$ cat config.mk
export PLATFORM = sky130hd
export DESIGN_NAME = float32_truncating_adder_flat
export DESIGN_NICKNAME = d
export VERILOG_FILES = /design/src/fta_pkg.sv /design/src/fta_in_if.sv /design/src/fta_out_if.sv /design/src/float32_truncating_adder.sv /design/src/flat_wrapper.sv
export SDC_FILE = /design/constraint.sdc
export NUM_CORES = 1
export LEC_CHECK = 0
export BUFFER_PORTS_ARGS = -buffer_cell sky130_fd_sc_hd__buf_2
export CORE_MARGIN = 4
export CORE_UTILIZATION = 49
export DETAILED_ROUTE_END_ITERATION = 7
export GPL_TIMING_DRIVEN = 0
export PLACE_DENSITY = 0.68
export RECOVER_POWER = 100
export SETUP_SLACK_MARGIN = 0.2
export SYNTH_ARGS = -nofsm -noshare
export SYNTH_HDL_FRONTEND = slang
export SYNTH_SLANG_ARGS = --single-unit
$ cat constraint.sdc
create_clock -name clk -period 6.9 [get_ports clk]
set_input_delay 0.345 -clock clk [delete_from_list [all_inputs] [get_ports clk]]
set_output_delay 0.345 -clock clk [all_outputs]
set_load 0.01 [all_outputs]
$ cat src/fta_pkg.sv
// ----------------------------------------------------------------------------
// fta_pkg
// Shared widths and constants for the truncating single-precision adder.
// ----------------------------------------------------------------------------
`timescale 1ns / 1ps
`default_nettype none
package fta_pkg;
  localparam int unsigned WordW = 32;
  localparam int unsigned MagW  = 24;
  localparam int unsigned ExpW  = 8;
  // signed internal exponent wide enough for -127-24 .. 129
  localparam int unsigned SExpW = 10;
  localparam logic [ExpW-1:0] ExpBias = 8'd127;
endpackage
`default_nettype wire

$ cat src/fta_in_if.sv
// ----------------------------------------------------------------------------
// fta_in_if
// Operand channel: valid/ready with two single-precision bit patterns.
// ----------------------------------------------------------------------------
`timescale 1ns / 1ps
`default_nettype none
interface fta_in_if;
  logic                          valid;
  logic                          ready;
  logic [fta_pkg::WordW-1:0]     a_bits;
  logic [fta_pkg::WordW-1:0]     b_bits;
  modport source (output valid, a_bits, b_bits, input ready);
  modport sink   (input valid, a_bits, b_bits, output ready);
endinterface
`default_nettype wire

$ cat src/fta_out_if.sv
// ----------------------------------------------------------------------------
// fta_out_if
// Result channel: valid/ready with the sum pattern and range flag.
// ----------------------------------------------------------------------------
`timescale 1ns / 1ps
`default_nettype none
interface fta_out_if;
  logic                          valid;
  logic                          ready;
  logic [fta_pkg::WordW-1:0]     sum_bits;
  logic                          range_error;
  modport source (output valid, sum_bits, range_error, input ready);
  modport sink   (input valid, sum_bits, range_error, output ready);
endinterface
`default_nettype wire

$ cat src/float32_truncating_adder.sv
// ----------------------------------------------------------------------------
// float32_truncating_adder
// Truncating single-precision adder with a one-bit-per-cycle shifter.
// ----------------------------------------------------------------------------
// channel | dir | payload
// in      | in  | a_bits, b_bits
// out     | out | sum_bits, range_error
//
// a word steps through IDLE, ALIGN (one shift per alignment step, up to 24),
// ADD, NORM (one shift per normalization step, up to 23) and DONE; a long
// alignment leaves almost nothing for normalization to cancel.
// in.ready is high only while the sequencer is idle; a finished word waits in
// the output register until taken. synchronous reset clears the sequencer.
`timescale 1ns / 1ps
`default_nettype none
module float32_truncating_adder (
  input  wire logic clk,
  input  wire logic rst,
  fta_in_if.sink    in,
  fta_out_if.source out
);
  localparam int unsigned MagW  = fta_pkg::MagW;
  localparam int unsigned SExpW = fta_pkg::SExpW;

  typedef enum logic [2:0] {IDLE, ALIGN, ADD, NORM, DONE} state_t;
  state_t state;

  logic [MagW-1:0]  big, lesser;     // big keeps the larger-exponent operand
  logic             big_neg, lesser_neg;
  logic [SExpW-1:0] diff, expo;
  logic [MagW-1:0]  guard;           // only the latest 24 dropped bits matter
  logic [MagW:0]    mag;
  logic             neg;

  logic [MagW-1:0]  ma, mb;
  logic [SExpW-1:0] ea, eb;
  logic [MagW+1:0]  sa, sb, ssum;
  logic [SExpW-1:0] biased;

  always_comb begin
    ma = {1'b1, in.a_bits[22:0]};
    mb = {1'b1, in.b_bits[22:0]};
    ea = SExpW'(in.a_bits[30:23]);
    eb = SExpW'(in.b_bits[30:23]);
    sa = big_neg ? -{2'b00, big} : {2'b00, big};
    sb = lesser_neg ? -{2'b00, lesser} : {2'b00, lesser};
    ssum = sa + sb;
    biased = expo + SExpW'(fta_pkg::ExpBias);
  end

  assign in.ready = (state == IDLE);

  always_ff @(posedge clk) begin
    if (rst) begin
      state <= IDLE;
      out.valid <= 1'b0;
    end else begin
      if (out.valid && out.ready && state != DONE) out.valid <= 1'b0;
      case (state)
        IDLE: begin
          if (in.valid) begin
            guard <= '0;
            if (ea > eb) begin
              big <= ma; big_neg <= in.a_bits[31];
              lesser <= mb; lesser_neg <= in.b_bits[31];
              diff <= ea - eb; expo <= ea - SExpW'(fta_pkg::ExpBias);
            end else begin
              big <= mb; big_neg <= in.b_bits[31];
              lesser <= ma; lesser_neg <= in.a_bits[31];
              diff <= eb - ea; expo <= eb - SExpW'(fta_pkg::ExpBias);
            end
            state <= ALIGN;
          end
        end
        ALIGN: begin
          if (diff == '0 || lesser == '0) begin
            state <= ADD;
          end else begin
            guard <= {guard[MagW-2:0], lesser[0]};
            lesser <= lesser >> 1;
            diff <= diff - SExpW'(1);
          end
        end
        ADD: begin
          neg <= ssum[MagW+1];
          mag <= ssum[MagW+1] ? (MagW+1)'(0) - ssum[MagW:0] : ssum[MagW:0];
          state <= NORM;
        end
        NORM: begin
          if (mag[MagW]) begin
            mag <= mag >> 1;
            expo <= expo + SExpW'(1);
            state <= DONE;
          end else if (mag[MagW-1] || mag == '0) begin
            state <= DONE;
          end else begin
            mag <= {mag[MagW-1:0], guard[0]};
            guard <= guard >> 1;
            expo <= expo - SExpW'(1);
          end
        end
        DONE: begin
          if (!out.valid || out.ready) begin
            out.valid <= 1'b1;
            if (mag == '0) begin
              out.sum_bits <= '0;
              out.range_error <= 1'b0;
            end else begin
              out.sum_bits <= {neg, biased[7:0], mag[22:0]};
              out.range_error <= biased[SExpW-1] || biased == '0 || biased > 10'd254;
            end
            state <= IDLE;
          end
        end
        default: state <= IDLE;
      endcase
    end
  end
endmodule
`default_nettype wire

$ cat src/flat_wrapper.sv
// flat-port wrapper written by rule: the top's interface ports become plain ports
module float32_truncating_adder_flat 
  (clk, rst, in_valid, in_a_bits, in_b_bits, in_ready, out_valid, out_sum_bits, out_range_error, out_ready);
  fta_in_if in_i ();
  fta_out_if out_i ();
  input  wire logic clk;
  input  wire logic rst;
  input wire logic [$bits(in_i.valid)-1:0] in_valid;
  input wire logic [$bits(in_i.a_bits)-1:0] in_a_bits;
  input wire logic [$bits(in_i.b_bits)-1:0] in_b_bits;
  output wire logic [$bits(in_i.ready)-1:0] in_ready;
  output wire logic [$bits(out_i.valid)-1:0] out_valid;
  output wire logic [$bits(out_i.sum_bits)-1:0] out_sum_bits;
  output wire logic [$bits(out_i.range_error)-1:0] out_range_error;
  input wire logic [$bits(out_i.ready)-1:0] out_ready;
  assign in_i.valid = in_valid;
  assign in_i.a_bits = in_a_bits;
  assign in_i.b_bits = in_b_bits;
  assign in_ready = in_i.ready;
  assign out_valid = out_i.valid;
  assign out_sum_bits = out_i.sum_bits;
  assign out_range_error = out_i.range_error;
  assign out_i.ready = out_ready;
  float32_truncating_adder u_core (.clk(clk), .rst(rst), .in(in_i), .out(out_i));
endmodule
## Yosys cells after proc, flatten, opt, wreduce, memory -nomap -nowiden

Cells that the tools add are included.

- Word-level logic and storage cells: 104
- Register bits: 157

- Bitwise logic cells: 1
- Mux-type cells: 36
- Reduce and logical (&&, ||, !) cells: 26
- Add/sub/neg operators: 12
- Order comparisons: 2
- Equal/unequal tests: 13

Operators by type and width:

| cell | number |
|---|---|
| $mux W24 | 6 |
| $mux W25 | 3 |
| $pmux W24 S3 | 1 |
| $mux W10 | 7 |
| $mux W26 | 2 |
| $neg A24 Y26 | 2 |
| $pmux W25 S2 | 1 |
| $pmux W24 S2 | 1 |
| $mux W23 | 2 |
| $pmux W10 S2 | 2 |
| $add A26 B26 Y26 | 1 |
| $logic_not A25 Y1 | 1 |
| $sub A1 B25 Y25 const A | 1 |
| $logic_not A24 Y1 | 1 |
| $logic_not A10 Y1 | 2 |
| $sub A10 B1 Y10 const B | 2 |
| $sub A8 B7 Y9 const B | 2 |
| $sub A8 B8 Y9 | 2 |
| $mux W3 | 5 |
| $pmux W3 S5 | 1 |
| $reduce_and A4 Y1 | 3 |
| $add A10 B1 Y10 const B | 1 |
| $add A10 B7 Y10 const B | 1 |
| $gt A10 B8 Y1 const B | 1 |
| 20 further kinds | 39 |

## Depth between registers and ports, before layout

Gate-level depths: netlist (run 1).

- Word-level depth: 6
- Depth in mapped cells: 20
- Depth with buffers taken out: 19

## Worst setup path after synthesis (run 1)

Ideal clock, no wire load.

- Path type: register to register
- Start point: register u_core.diff[0]
- End point: register u_core.diff[0] (enable)
- Path buffers: 0
- Slack: 1.836 ns
- Library setup time: 0.510 ns
- Arrival: 4.554 ns
- Required time: 6.390 ns
- Stages on the path, launching flop included: 9
- Clock period less this slack: 5.064 ns
- Cell sequence: edfxtp_1 inv_1 ha_1 nor3b_1 nand3b_1 nor3_1 a31oi_1 mux2i_1 nor4_1

- Longest elaborated chain between the ends: 4

RTL lines:

| item | line | text |
|---|---|---|
| start: declaration | float32_truncating_adder.sv:30 | `logic [SExpW-1:0] diff, expo;` |
| start signal: assignment | float32_truncating_adder.sv:66 | `diff <= ea - eb; expo <= ea - SExpW'(fta_pkg::ExpBias);` |
| start signal: assignment | float32_truncating_adder.sv:70 | `diff <= eb - ea; expo <= eb - SExpW'(fta_pkg::ExpBias);` |
| start signal: assignment | float32_truncating_adder.sv:81 | `diff <= diff - SExpW'(1);` |
| $logic_not A10 Y1 | float32_truncating_adder.sv:76 | `if (diff == '0 \|\| lesser == '0) begin` |
| $logic_or A1 B1 Y1 | float32_truncating_adder.sv:76 |  |
| $ne A2 B2 Y1 (no line) | -- |  |
| $reduce_and A4 Y1 (no line) | -- |  |

No other way between the ends.
A chain may end at the register's enable or synchronous reset.

## Final worst setup path (run 1)

- Start point: register u_core.lesser[8]
- End point: register u_core.mag[2] (data pin)

- Longest elaborated chain between the ends: 5

RTL lines:

| item | line | text |
|---|---|---|
| start: declaration | float32_truncating_adder.sv:28 | `logic [MagW-1:0] big, lesser;` |
| start signal: assignment | float32_truncating_adder.sv:65 | `lesser <= mb; lesser_neg <= in.b_bits[31];` |
| start signal: assignment | float32_truncating_adder.sv:69 | `lesser <= ma; lesser_neg <= in.a_bits[31];` |
| start signal: assignment | float32_truncating_adder.sv:80 | `lesser <= lesser >> 1;` |
| $neg A24 Y26 | float32_truncating_adder.sv:46 | `sb = lesser_neg ? -{2'b00, lesser} : {2'b00, lesser};` |
| $mux W26 (*) | float32_truncating_adder.sv:46 |  |
| $add A26 B26 Y26 (*) | float32_truncating_adder.sv:47 | `ssum = sa + sb;` |
| $mux W25 (*) | float32_truncating_adder.sv:86 | `mag <= ssum[MagW+1] ? (MagW+1)'(0) - ssum[MagW:0] : ssum[MagW:0];` |
| $pmux W25 S2 (*) | float32_truncating_adder.sv:59 | `case (state)` |
| end signal: assignment | float32_truncating_adder.sv:86 |  |
| end signal: assignment | float32_truncating_adder.sv:91 | `mag <= mag >> 1;` |
| end signal: assignment | float32_truncating_adder.sv:97 | `mag <= {mag[MagW-1:0], guard[0]};` |
| end: declaration | float32_truncating_adder.sv:32 | `logic [MagW:0] mag;` |

Every way passes the cells marked *; elsewhere a longest branch is shown, timed or not.

==> impl_summary.md, run 1 <==
Synthesis
The count of unique library cells instantiated by Yosys is 79. The number of nets in the synthesized netlist is 1297. Of the post-synthesis cell area, the dominant cell type holds 0.3986. The share of the yosys chip area belonging to registers is 0.4056.

Ranked by instance count, the synthesized netlist is headed by 152 x sky130_fd_sc_hd__edfxtp_1, 91 x sky130_fd_sc_hd__nand2_1, 79 x sky130_fd_sc_hd__xnor2_1, 77 x sky130_fd_sc_hd__a21oi_1, 70 x sky130_fd_sc_hd__o21ai_0. The number of enable flip-flop cells after synthesis is 152. The synthesized area per cell is 9.803 µm². After synthesis the cells add up to 11450 µm². Yosys instantiated no cell more often than sky130_fd_sc_hd__edfxtp_1. The number of cells produced by synthesis is 1168. After synthesis the netlist holds a flip-flop and latch count of 156.

The top flip-flop cell by instance count after synthesis is sky130_fd_sc_hd__edfxtp_1. By area the synthesized netlist is led by sky130_fd_sc_hd__edfxtp_1 40%, sky130_fd_sc_hd__ha_1 6.2%, sky130_fd_sc_hd__xnor2_1 6.0%. For this run, the number of Yosys warnings is 0. After synthesis, the share of flip-flops with an asynchronous set or reset is 0. The post-synthesis cell type with the largest combined area is sky130_fd_sc_hd__edfxtp_1.

Global routing
The initial antenna violation count was 1. The layer flagged by global routing as most heavily used is met2. The maximum number of pins on one net before global-route repair is 26.

The global-route track usage on met3 is 0.02925. The global-route congestion overflow total is 0. The number of global-route vias before repair is 9030.

Across every metal layer, demand over resource in global routing totals 0.2139. The global-route wire length before repair is 45.75 mm. For met2 alone, demand over resource in global routing was 0.3434. For met1 alone, demand over resource in global routing was 0.3053.

Routing
For this run, design rule violations remaining after detail routing come to 0. In this run, the number of DRC markers left after iteration 0 of detailed routing was 603. In the final routed layout, each cell accounts on average for 17.10 µm. After detailed routing, the total wire length is 27.80 mm. The routed layout has 9240 vias. The first detailed-routing pass took 5 iterations. The number of nets still failing antenna checks after routing is 0.

Dividing the detail-routed via count by the number of cells gives 5.683.

Timing
The maximum clock skew at final layout is 0.01142 ns. For the pin with the worst max-slew slack, the measured transition is 1.487 ns. The number of failing hold endpoints at the final stage was 0.

Across all hold checks on the routed design, the worst slack comes to 0.2210 ns. The clock period minus final worst setup slack is 5.585 ns. In this run the tightest slew margin relative to its limit is 0.0009529. After layout, the worst setup slack is 1.315 ns. Of the available clock period, the critical path in the final layout requires 0.8094. Static timing analysis puts the maximum clock frequency at 0.1791 GHz. Setup repair after global routing left no endpoint under its margin. Setup violations remaining at the end of the flow were counted as 0.

The count of pins over their slew limit is 0.

Clock network
For this design, the sink count on the clock tree is 156. The largest buffer count on any clock path is 2. Clock tree synthesis inserted a total of 17 buffers.

The number of resized instances in the post-cts repair step is 0. TritonCTS built the clock tree. The number of levels in the clock H-tree is 4.

The source-to-sink clock delay at the later pin of the worst-skew pair is 0.43 ns. In this run the post-CTS setup repair buffer count came out at 0. After clock tree synthesis, the clock-pin slew on the worst setup and hold paths is 0.07 ns. Hold repair after CTS inserted 0 buffers.

The clock root buffer is sky130_fd_sc_hd__clkbuf_16.

Cells and area
The net total in the final layout is 1428. The share of cells above drive strength 1 is 0.1059. The count of fill cells added during filler insertion is 2110. The area growth from synthesis to layout is 12.65%.

Floorplan
The area enclosed by the die boundary is 25880 µm². The x dimension of the die is 160.9 µm. The floorplan has 55 rows. The die is 160.9 µm tall.

The starting utilization of the core area is 0.5012. The number of primary I/O pins is 103. The total core area is 22850 µm².

Critical path
The startpoint kind of the worst setup timing path is a flip-flop. The endpoint type of the worst setup path is a flip-flop. The data arrival time of the critical path is 5.74 ns.

The kind of critical path is reg -> reg. In this run the worst path has a maximum fanout of 10. The required time of the critical path is 7.05 ns.

Placement
The placed wire-length estimate after detailed placement is 21.87 mm. The post-placement worst setup slack is 1.566 ns. The final weighted congestion in routability-driven placement is 0.8993. The quantity of I/O buffers inserted on ports is 101.

Power and ir drop
For this design the static power due to leakage is 4.652 nW. The worst vdd rail ir drop is 0.1695 mV. In this run the power density over the cells is 263.9 nW/µm².

Worst hold path
The worst hold path class is in -> reg.

Job
The number of max-cap violations is 1.

Outcome
The checks that failed: capacitance limit. The flow ran to the end, but the final reports show violations.
## flip-flops by register name, summed over array words and instances, names as in the netlist
signal and cells:
u_core.out.sum_bits 32, u_core.mag 25, u_core.guard 24, u_core.lesser 24
u_core.big 23, u_core.diff 10, u_core.expo 10, u_core.state 3
u_core.big_neg 1, u_core.lesser_neg 1, u_core.neg 1, u_core.out.range_error 1
u_core.out.valid 1
## routing by layer
| metal | routed length (µm) | share of wire |
|---|---|---|
| met1 | 13290 | 0.48 |
| met3 | 1360 | 0.049 |
| met4 | 357 | 0.013 |
| met2 | 12800 | 0.46 |
| met5 | 0 | 0 |
## critical path, cell delays in order, from the launching register on
cell,delay (ns)
sky130_fd_sc_hd__edfxtp_1,0.47
sky130_fd_sc_hd__or4_1,0.62
sky130_fd_sc_hd__or3_1,0.39
sky130_fd_sc_hd__or4_1,0.48
sky130_fd_sc_hd__nand2_1,0.11
sky130_fd_sc_hd__xnor2_1,0.13
sky130_fd_sc_hd__ha_1,0.25
sky130_fd_sc_hd__clkbuf_1,0.19
sky130_fd_sc_hd__a2111oi_0,0.62
sky130_fd_sc_hd__o211ai_1,0.19
sky130_fd_sc_hd__nand3_1,0.17
sky130_fd_sc_hd__a21oi_1,0.10
sky130_fd_sc_hd__or4_2,0.61
sky130_fd_sc_hd__nand3_1,0.16
sky130_fd_sc_hd__clkbuf_1,0.38
sky130_fd_sc_hd__nor2_1,0.11
sky130_fd_sc_hd__xnor2_1,0.22
sky130_fd_sc_hd__a21oi_1,0.10
## cell type report
type	instances	area [µm²]	area share
flip-flops and latches	156	4644	0.3601
multi-input cells	882	6267	0.4859
well taps	313	391.6	0.03036
diodes	1	2.502	0.0001940
plain buffers	82	312.8	0.02425
repair buffers	112	501.7	0.03890
clock buffers	20	436.7	0.03385
inverters	48	180.2	0.01397
clock inverters	12	161.4	0.01251
## per-stage QoR
stage	total power, mW	area, µm²	util	instances	TNS [ns]
after floorplan	2.163	11450	-	1168	0
after global placement	2.440	12350	0.5404	1582	-4.668
after detailed placement	2.459	12460	0.5456	1593	0
after CTS	3.428	13060	0.5717	1625	0
after global routing	3.608	12900	0.5646	1626	0
final	3.404	12900	0.5646	1626	0
## final timing paths
| kind | from | to | slack, ns | depth (start not counted) |
|---|---|---|---|---|
| setup / recovery | u_core.lesser[8] | u_core.mag[2] | 1.32 | 17 |
| hold / removal | rst | u_core.state[1] | 0.22 | 2 |
| setup reg to reg | u_core.lesser[8] | u_core.mag[2] | 1.32 | 17 |
| hold reg to reg | u_core.neg | u_core.out.sum_bits[31] | 0.54 | 1 |
## kinds of logic after synthesis
logic type,count (synthesis),synth area share
muxes,73,0.06688
and+or+nand+nor,318,0.1427
AOI/OAI and AO/OA,318,0.1842
xor gates and xnor gates,112,0.08567
buffers and inverters,130,0.04557
DFF,156,0.4056
adders and majority gates,61,0.06928
## cell usage in the layout (no fill, tap or decap), types with 5 or more instances in the layout
cell type / n
sky130_fd_sc_hd__a21o_1: 11
sky130_fd_sc_hd__nand3_1: 15
sky130_fd_sc_hd__clkbuf_1: 127
sky130_fd_sc_hd__a211oi_1: 16
sky130_fd_sc_hd__ha_1: 57
sky130_fd_sc_hd__xnor2_1: 79
sky130_fd_sc_hd__nor2_1: 68
sky130_fd_sc_hd__nor2b_1: 16
sky130_fd_sc_hd__mux2_2: 27
sky130_fd_sc_hd__clkbuf_16: 17
sky130_fd_sc_hd__o31ai_1: 23
sky130_fd_sc_hd__a221oi_1: 5
sky130_fd_sc_hd__o21bai_1: 9
sky130_fd_sc_hd__nand3b_1: 5
sky130_fd_sc_hd__a311oi_1: 7
sky130_fd_sc_hd__xor2_1: 33
sky130_fd_sc_hd__nor3_1: 22
sky130_fd_sc_hd__buf_2: 68
sky130_fd_sc_hd__or4_1: 7
sky130_fd_sc_hd__o211ai_1: 11
sky130_fd_sc_hd__a21oi_1: 77
sky130_fd_sc_hd__and2_1: 10
sky130_fd_sc_hd__edfxtp_1: 152
sky130_fd_sc_hd__a31oi_1: 8
sky130_fd_sc_hd__nor4_1: 17
sky130_fd_sc_hd__or3_1: 5
sky130_fd_sc_hd__o21ai_0: 75
sky130_fd_sc_hd__nand2b_1: 17
sky130_fd_sc_hd__inv_1: 47
sky130_fd_sc_hd__nor3b_1: 7
sky130_fd_sc_hd__nand4_1: 11
sky130_fd_sc_hd__mux2i_1: 45
sky130_fd_sc_hd__and3_1: 9
sky130_fd_sc_hd__a22o_1: 22
sky130_fd_sc_hd__o21a_1: 10
sky130_fd_sc_hd__a21boi_0: 5
sky130_fd_sc_hd__o41ai_1: 6
sky130_fd_sc_hd__nand2_1: 91
## power breakdown
part	internal [mW]	total, mW	switching [mW]
Combinational	0.489	1.21	0.722
Sequential	1.16	1.23	0.0608
Clock	0.573	0.967	0.394
Power figures use the tool's default switching activity.
==> run 2: changes to the inputs <==
Clock period 6.9 ns to 5.6 ns, I/O delays scaled along.
==> run 2 against run 1 <==
Compared with the run above:
- the run still ends with capacitance limit left
- global-route usage is the same
- worst setup slack lost 0.81 ns
- utilization up 0.28 points
- sequential share of layout area decreased by 0.18 points
- critical path depth fell by 1
- highest routed layer unchanged
- critical path type unchanged
- flip-flop and latch count stayed put
- cell area is 0.50% higher
- via count increased by 0.30%
==> impl_summary.md, run 2 (synthesis gave the netlist of run 1 again) <==
Outcome
The run finished, with violations left. The final reports fail on capacitance limit.

Power and ir drop
The reported leakage power is 4.678 nW (+0.55%). The switching portion of total power came to 0.3462 (+0.0006301). The total chip power is 4.230 mW (+24%). The power density relative to cell area was 326.3 nW/µm² (+24%). The part of the total power dissipated in the clock network is 0.282 (-0.002).

The relative contribution of combinational cells to total power is 0.361 (+0.005). The worst vdd rail ir drop is 0.2089 mV (+23%). The sequential power share is 0.357 (-0.003). The net switching power figure is 1.464 mW (+24%).

The internal power component was 2.765 mW (+24%).

Floorplan
The starting utilization of the core area is 0.5012 (unchanged). The area enclosed by the die boundary was 25880 µm² (unchanged). The die height is 160.9 µm (unchanged).

The number of primary I/O pins is 103 (unchanged). The placement row count was 55 (unchanged). The x dimension of the die is 160.9 µm (unchanged). The total core area is 22850 µm² (unchanged).

Cells and area
The most common library cell in the layout ignoring fill and taps is sky130_fd_sc_hd__edfxtp_1. The register cell area after layout is 4644 µm² (unchanged). The count of fill cells added during filler insertion was 2103 (-0.33%). The final cell area excluding filler cells is 12960 µm² (+0.50%). Leaving out fill and tap cells, the most frequent cells in the layout are 152 x sky130_fd_sc_hd__edfxtp_1, 124 x sky130_fd_sc_hd__clkbuf_1, 91 x sky130_fd_sc_hd__nand2_1. The share of cells above drive strength 1 is 0.1120 (+0.006012). The combined area of the multi-input logic cells came to 6302 µm² (+0.56%). The flip-flop count of the largest register after layout is 32 (unchanged). The register ranked first by flip-flop count is u_core.out.sum_bits.

The area overhead of the layout relative to synthesis is 13.22%. The net total in the final layout is 1429 (+0.070%). The largest registers in the layout are u_core.out.sum_bits (32), u_core.mag (25).

Routing
The routed via count divided by cell count is 5.696 (+0.24%). The final routed wirelength across all metal layers is 27.87 mm (+0.26%). The initial DRC count is 600 (-0.50%). The number of nets still failing antenna checks after routing is 0 (unchanged).

The first-pass iteration count of the detailed router is 5 (unchanged). The average routed wire per standard cell is 17.13 µm (+0.19%). The remaining design rule violation count is 0 (unchanged). The vias after detailed routing is 9268 (+0.30%).

Critical path
The critical path in this run is classified as reg -> reg. The top cell family by delay on the critical path is simple AND/OR/NAND/NOR gates. The maximum single-stage delay on the critical path is 0.62 ns (about the same). The endpoint type of the worst setup path is a flip-flop.

The most critical setup path has its endpoint at u_core.mag[24]. The instance count on the critical path is 16 (-1). The endpoint identified for the worst register-to-register timing path is u_core.mag[24].

The cell depth of the worst flop-to-flop path is 16 (-1). The required time of the critical path is 5.84 ns (-1.21 ns). The startpoint of the worst register-to-register path is u_core.lesser[8]. The setup slack of the worst register-to-register path came to 0.50 ns (-0.81 ns). The critical-path maximum fanout came to 9 (-1). The buffering stage count on the worst path with inverters included is 1 (-1). Walking the worst path, the cells encountered are or4_1 -> or3_1 -> or4_1 -> nand2_1 -> xnor2_1 -> ha_1 -> clkbuf_1 -> o21ai_0 -> a21oi_1 -> o22a_1 -> o31a_1 -> o311ai_0 -> nor4_4 -> nand4b_1 -> o31a_1 -> mux2i_1. The startpoint kind of the worst setup timing path is a flip-flop.

The cell with the biggest individual delay on the critical path is sky130_fd_sc_hd__or4_1. The data arrival time of the critical path is 5.33 ns (-0.41 ns). The critical path starts at u_core.lesser[8].

Placement
The total cell area at the placement stage is 12460 µm² (unchanged). The placed wire-length estimate after detailed placement is 21.87 mm (unchanged). The quantity of I/O buffers inserted on ports is 101 (unchanged).

The post-placement worst setup slack is 0.2661 ns (-1.300 ns). The final weighted congestion in routability-driven placement is 0.8993 (unchanged).

Clock network
The source-to-sink clock delay at the later pin of the worst-skew pair was 0.43 ns (about the same). The number of buffers created by CTS is 17 (unchanged). TritonCTS built the clock tree. The largest buffer count on any clock path is 2 (unchanged). The number of levels in the clock H-tree is 4 (unchanged). The number of clock sinks is 156 (unchanged). In this run the clock root is driven by a sky130_fd_sc_hd__clkbuf_16. The post-CTS clock slew at the launch and capture registers of the worst setup and hold paths is 0.07 ns (about the same).

Global routing
The initial antenna violation count is 1 (unchanged). The global-route congestion overflow total came to 0 (unchanged). The number of global-route vias before repair came to 9030 (unchanged). The met1 usage in global routing is 0.3053 (unchanged). The maximum number of pins on one net before global-route repair came to 26 (unchanged). The global-route track usage on met3 was 0.02925 (unchanged).

The met2 usage in global routing was 0.3434 (unchanged). The global-route wire length before repair is 45.75 mm (unchanged). In this run the most used layer during global routing was met2. The aggregate global-route resource usage is 0.2139 (unchanged).

Timing
The setup slack of the critical path after layout is 0.5049 ns (-0.8106 ns). The post-route clock period utilization is 0.9098 (+0.1005). The final setup violation count is 0 (unchanged). The count of pins over their slew limit is 0 (unchanged).

The worst max-slew margin expressed relative to the limit is 0.0005006 (-0.0004523). The maximum achievable frequency is 0.1963 GHz (+9.6%). The worst hold margin is 0.1567 ns (-0.06425 ns). The summed negative setup slack over all endpoints is 0 ns (unchanged). The maximum clock skew at final layout came to 0.01248 ns (+0.001064 ns).

The clock period minus final worst setup slack is 5.095 ns (-0.4894 ns). The number of failing hold endpoints at the final stage came to 0 (unchanged). Setup repair after global routing left no endpoint under its margin. The actual slew at the worst max-slew pin is 1.488 ns (+0.0006732 ns).

Worst hold path
The worst hold path class is in -> reg.

Job
The number of max-cap violations is 1 (unchanged).
[run 2: layout make-up]
class,instances,area share
antenna,1,0.0001930
tap,313,0.03021
clock inverter,12,0.01245
sequential,156,0.3583
multi-input combinational,882,0.4861
buffer,82,0.02587
clock buffer,20,0.03368
timing repair buffer,113,0.03928
inverter,48,0.01390
[run 2: worst reg2reg max path, stage by stage (launching register included)]
cell and delay (ns):
sky130_fd_sc_hd__edfxtp_1 0.47, sky130_fd_sc_hd__or4_1 0.62, sky130_fd_sc_hd__or3_1 0.39, sky130_fd_sc_hd__or4_1 0.48
sky130_fd_sc_hd__nand2_1 0.12, sky130_fd_sc_hd__xnor2_1 0.08, sky130_fd_sc_hd__ha_1 0.29, sky130_fd_sc_hd__clkbuf_1 0.29
sky130_fd_sc_hd__o21ai_0 0.20, sky130_fd_sc_hd__a21oi_1 0.21, sky130_fd_sc_hd__o22a_1 0.15, sky130_fd_sc_hd__o31a_1 0.12
sky130_fd_sc_hd__o311ai_0 0.34, sky130_fd_sc_hd__nor4_4 0.36, sky130_fd_sc_hd__nand4b_1 0.20, sky130_fd_sc_hd__o31a_1 0.34
sky130_fd_sc_hd__mux2i_1 0.24
[run 2: worst min path at each step]
stage                      from                      end  slack (ns)  cells past startpoint
2_1_floorplan      in_b_bits[0]            u_core.big[0]        0.50                      1
3_3_place_gp         u_core.neg  u_core.out.sum_bits[31]        0.52                      1
3_5_place_dp   u_core.guard[23]         u_core.guard[22]        0.53                      1
4_1_cts           in_a_bits[31]        u_core.lesser_neg        0.15                      2
5_1_grt                     rst          u_core.state[1]        0.15                      2
6_report                    rst          u_core.state[1]        0.16                      2
[run 2: metrics by stage]
step / instances / util
after global placement: 1582 / 0.5404
after detailed placement: 1593 / 0.5456
after global routing: 1627 / 0.5674
after CTS: 1625 / 0.5717
final: 1627 / 0.5674
after floorplan: 1168 / -
[run 2: layer usage]
layer	vias up	wire [µm]
met5	-	0
met4	0	358
met3	28	1360
met2	265	12830
met1	4369	13330
li1	4606	-
[run 2: timing repair]
item / 4_1_cts / 5_1_grt
buffers inserted: 0 / 1
gates resized for setup: 0 / 5
hold buffers: 0 / 0
setup endpoints to repair: 0 / 21
[run 2: power by group through the flow]
stage	Sequential [mW]	Clock (mW)	Combinational (mW)
floorplan	1.51	0	1.16
global placement	1.53	0	1.47
detailed placement	1.53	0	1.50
CTS	1.51	1.20	1.51
global route	1.52	1.26	1.71
finish	1.51	1.19	1.53
==> run 3: changes to the inputs <==
Settings changed: CORE_UTILIZATION 49 to 60, PLACE_DENSITY 0.68 to 0.8, SLEW_MARGIN from default to 20.
==> run 3 against run 2 <==
Compared with the run above:
- the flow finishes with violations (capacitance limit, slew limit)
- cell count fell by 4.9%
- global-route usage up 4.1 points
- power decreased by 0.48%
- non-clock buffer count stayed put
- fmax decreased by 2.2%
- register-to-register slack lost 0.12 ns
- first-iteration DRC count rose by 16%
- critical path depth grew 2
==> impl_summary.md, run 3 (synthesis gave the netlist of run 1 again) <==
Clock network
The hold buffer count at cts was 0 (unchanged). The post-CTS clock slew at the launch and capture registers of the worst setup and hold paths came to 0.07 ns (about the same). The number of buffers created by CTS is 17 (unchanged). The number of clock sinks is 156 (unchanged). The tree is rooted in a sky130_fd_sc_hd__clkbuf_16. The number of levels in the clock H-tree is 4 (unchanged).

The largest buffer count on any clock path came to 2 (unchanged). The source-to-sink clock delay at the later pin of the worst-skew pair is 0.44 ns (about the same). TritonCTS built the clock tree.

Cells and area
The antenna diode count came to 0 (-1). The largest registers in the layout are u_core.out.sum_bits (32), u_core.mag (25). From synthesis to final layout, the design area changed by 11.98%. The share of cells above drive strength 1 is 0.1135 (+0.001523). In the layout the commonest cells are 152 x sky130_fd_sc_hd__edfxtp_1, 121 x sky130_fd_sc_hd__clkbuf_1, 91 x sky130_fd_sc_hd__nand2_1.

The most common library cell in the layout ignoring fill and taps is sky130_fd_sc_hd__edfxtp_1. Ranked by flip-flop count, first place goes to u_core.out.sum_bits. The final cell area excluding filler cells is 12820 µm² (-1.1%). The net total in the final layout was 1429 (unchanged). The flip-flop count of the largest register after layout came to 32 (unchanged).

Timing
The clock period minus final worst setup slack came to 5.211 ns (+0.1157 ns). The maximum achievable frequency is 0.1919 GHz (-2.2%). Setup repair after global routing left no endpoint under its margin.

The worst hold margin is 0.1418 ns (-0.01490 ns). The number of failing hold endpoints at the final stage was 0 (unchanged). The maximum clock skew at final layout was 0.009779 ns (-0.002705 ns).

The count of pins over their slew limit is 25 (+25). The actual slew at the worst max-slew pin is 2.072 ns (+0.5846 ns). The summed negative setup slack over all endpoints is 0 ns (unchanged). The worst max-slew margin expressed relative to the limit was -0.3867 (-0.3872). The final setup violation count is 0 (unchanged). The post-route clock period utilization came to 0.9305 (+0.02066).

Job
The number of max-cap violations was 1 (unchanged).

Power and ir drop
The reported leakage power came to 4.676 nW (about the same). The power density relative to cell area is 328.3 nW/µm² (+0.63%). The total chip power is 4.209 mW (-0.48%). The worst vdd rail ir drop is 0.2333 mV (+12%).

Placement
The quantity of I/O buffers inserted on ports is 101 (unchanged). The total cell area at the placement stage is 12340 µm² (-0.98%). The final weighted congestion in routability-driven placement is 0.9409 (+4.6%). The placed wire-length estimate after detailed placement is 21.55 mm (-1.5%).

Global routing
The global-route wire length before repair came to 44.86 mm (-2.0%). The number of global-route vias before repair is 9137 (+1.2%). The initial antenna violation count is 0 (-1). The aggregate global-route resource usage is 0.2552 (+0.04130). The maximum number of pins on one net before global-route repair is 26 (unchanged). The global-route congestion overflow total came to 0 (unchanged).

Floorplan
The number of primary I/O pins was 103 (unchanged). The area enclosed by the die boundary is 21360 µm² (-17%). The die height is 146.1 µm (-9.2%). The total core area is 18770 µm² (-18%). The x dimension of the die is 146.1 µm (-9.2%). The placement row count is 50 (-9.1%).

The starting utilization of the core area is 0.6101 (+0.1089).

Critical path
STA classifies the critical path startpoint as a flip-flop. The critical path in this run is classified as reg -> reg. The required time of the critical path was 5.77 ns (-0.07 ns). The cell depth of the worst flop-to-flop path is 18 (+2). The setup slack of the worst register-to-register path is 0.39 ns (-0.12 ns). The endpoint of the lowest-slack register-to-register path is u_core.mag[11].

STA classifies the critical path endpoint as a flip-flop. The data arrival time of the critical path came to 5.38 ns (+0.05 ns). The critical-path maximum fanout is 10 (+1). The startpoint of the worst register-to-register path is u_core.lesser[8].

Worst hold path
The path with the worst hold slack has its endpoint at u_core.state[1]. The hold-critical path depth is 2 (unchanged). The launch point of the worst hold path is rst. The tightest min-delay check is of the in -> reg type.

Outcome
The final reports fail on capacitance limit, slew limit. The flow ran to the end, but the final reports show violations.

Routing
The average routed wire per standard cell is 18.03 µm (+5.3%). The vias after detailed routing was 9497 (+2.5%). The first-pass iteration count of the detailed router is 7 (+2). The routed via count divided by cell count is 6.139 (+7.8%). The number of nets still failing antenna checks after routing is 0 (unchanged). The final routed wirelength across all metal layers is 27.90 mm (about the same). The initial DRC count is 693 (+16%).

The remaining design rule violation count is 0 (unchanged).
## run 3: changes by cell type in the layout (fill, tap and decap cells not counted), moves of 2 or more
| cell | change |
|---|---|
| sky130_fd_sc_hd__clkbuf_1 | -3 |
| sky130_fd_sc_hd__clkinv_2 | +3 |
| sky130_fd_sc_hd__clkinv_4 | -2 |
| sky130_fd_sc_hd__inv_6 | +2 |
| sky130_fd_sc_hd__inv_8 | +2 |
## run 3: timing repair
action | CTS | global route
setup buffers | 0 | 1
gates resized for setup | 0 | 5
setup endpoints to repair | 0 | 21
## run 3: worst max path at each step
stage          cells past startpoint                to              from
2_1_floorplan                      8    u_core.diff[0]    u_core.diff[0]
3_3_place_gp                       7  u_core.lesser[9]  u_core.lesser[0]
3_5_place_dp                      16    u_core.mag[24]  u_core.lesser[8]
4_1_cts                           16    u_core.mag[24]  u_core.lesser[8]
5_1_grt                           18    u_core.mag[11]  u_core.lesser[8]
6_report                          18    u_core.mag[11]  u_core.lesser[8]
## run 3: power breakdown
group          leakage, nW  switching [mW]  internal (mW)
clock network        0.288           0.515          0.666
registers             1.45          0.0734           1.43
logic                 2.94           0.903          0.617
## run 3: metrics by stage
| stage | utilization | std cells | setup slack [ns] |
|---|---|---|---|
| 5_1_grt | 0.6831 | 1547 | 0.1080 |
| 6_report | 0.6831 | 1547 | 0.3892 |
| 4_1_cts | 0.6889 | 1546 | 0.2661 |
| 2_1_floorplan | - | 1168 | 0.5356 |
| 3_3_place_gp | 0.6526 | 1503 | -1.227 |
| 3_5_place_dp | 0.6576 | 1514 | 0.3245 |
## run 3: cell type report
class	count	area, µm²
clock inverter	15	161.4
fill	1479	5947
buffer	82	329.1
clock buffer	17	425.4
multi-input combinational	882	6279
timing repair buffer	113	509.2
tap	234	292.8
sequential	156	4644
inverter	48	180.2
## run 3: critical path, cell delays in order, from the launching register on
cell                        delay, ns
sky130_fd_sc_hd__edfxtp_1        0.48
sky130_fd_sc_hd__or4_1           0.62
sky130_fd_sc_hd__or3_1           0.42
sky130_fd_sc_hd__or4_1           0.48
sky130_fd_sc_hd__nand2_1         0.12
sky130_fd_sc_hd__xnor2_1         0.15
sky130_fd_sc_hd__ha_1            0.26
sky130_fd_sc_hd__clkbuf_1        0.21
sky130_fd_sc_hd__a2111oi_2       0.39
sky130_fd_sc_hd__o211ai_1        0.16
sky130_fd_sc_hd__nand3_1         0.16
sky130_fd_sc_hd__a21oi_1         0.12
sky130_fd_sc_hd__or4_4           0.49
sky130_fd_sc_hd__nand3_1         0.17
sky130_fd_sc_hd__inv_2           0.06
sky130_fd_sc_hd__clkbuf_2        0.22
sky130_fd_sc_hd__nand2_1         0.12
sky130_fd_sc_hd__xor2_1          0.20
sky130_fd_sc_hd__a21oi_1         0.10
## run 3: layer usage
metal	share of wire	track usage
met1	0.44	0.3494
met5	0	0
met3	0.067	0.03197
met2	0.47	0.4235
met4	0.020	0.08514
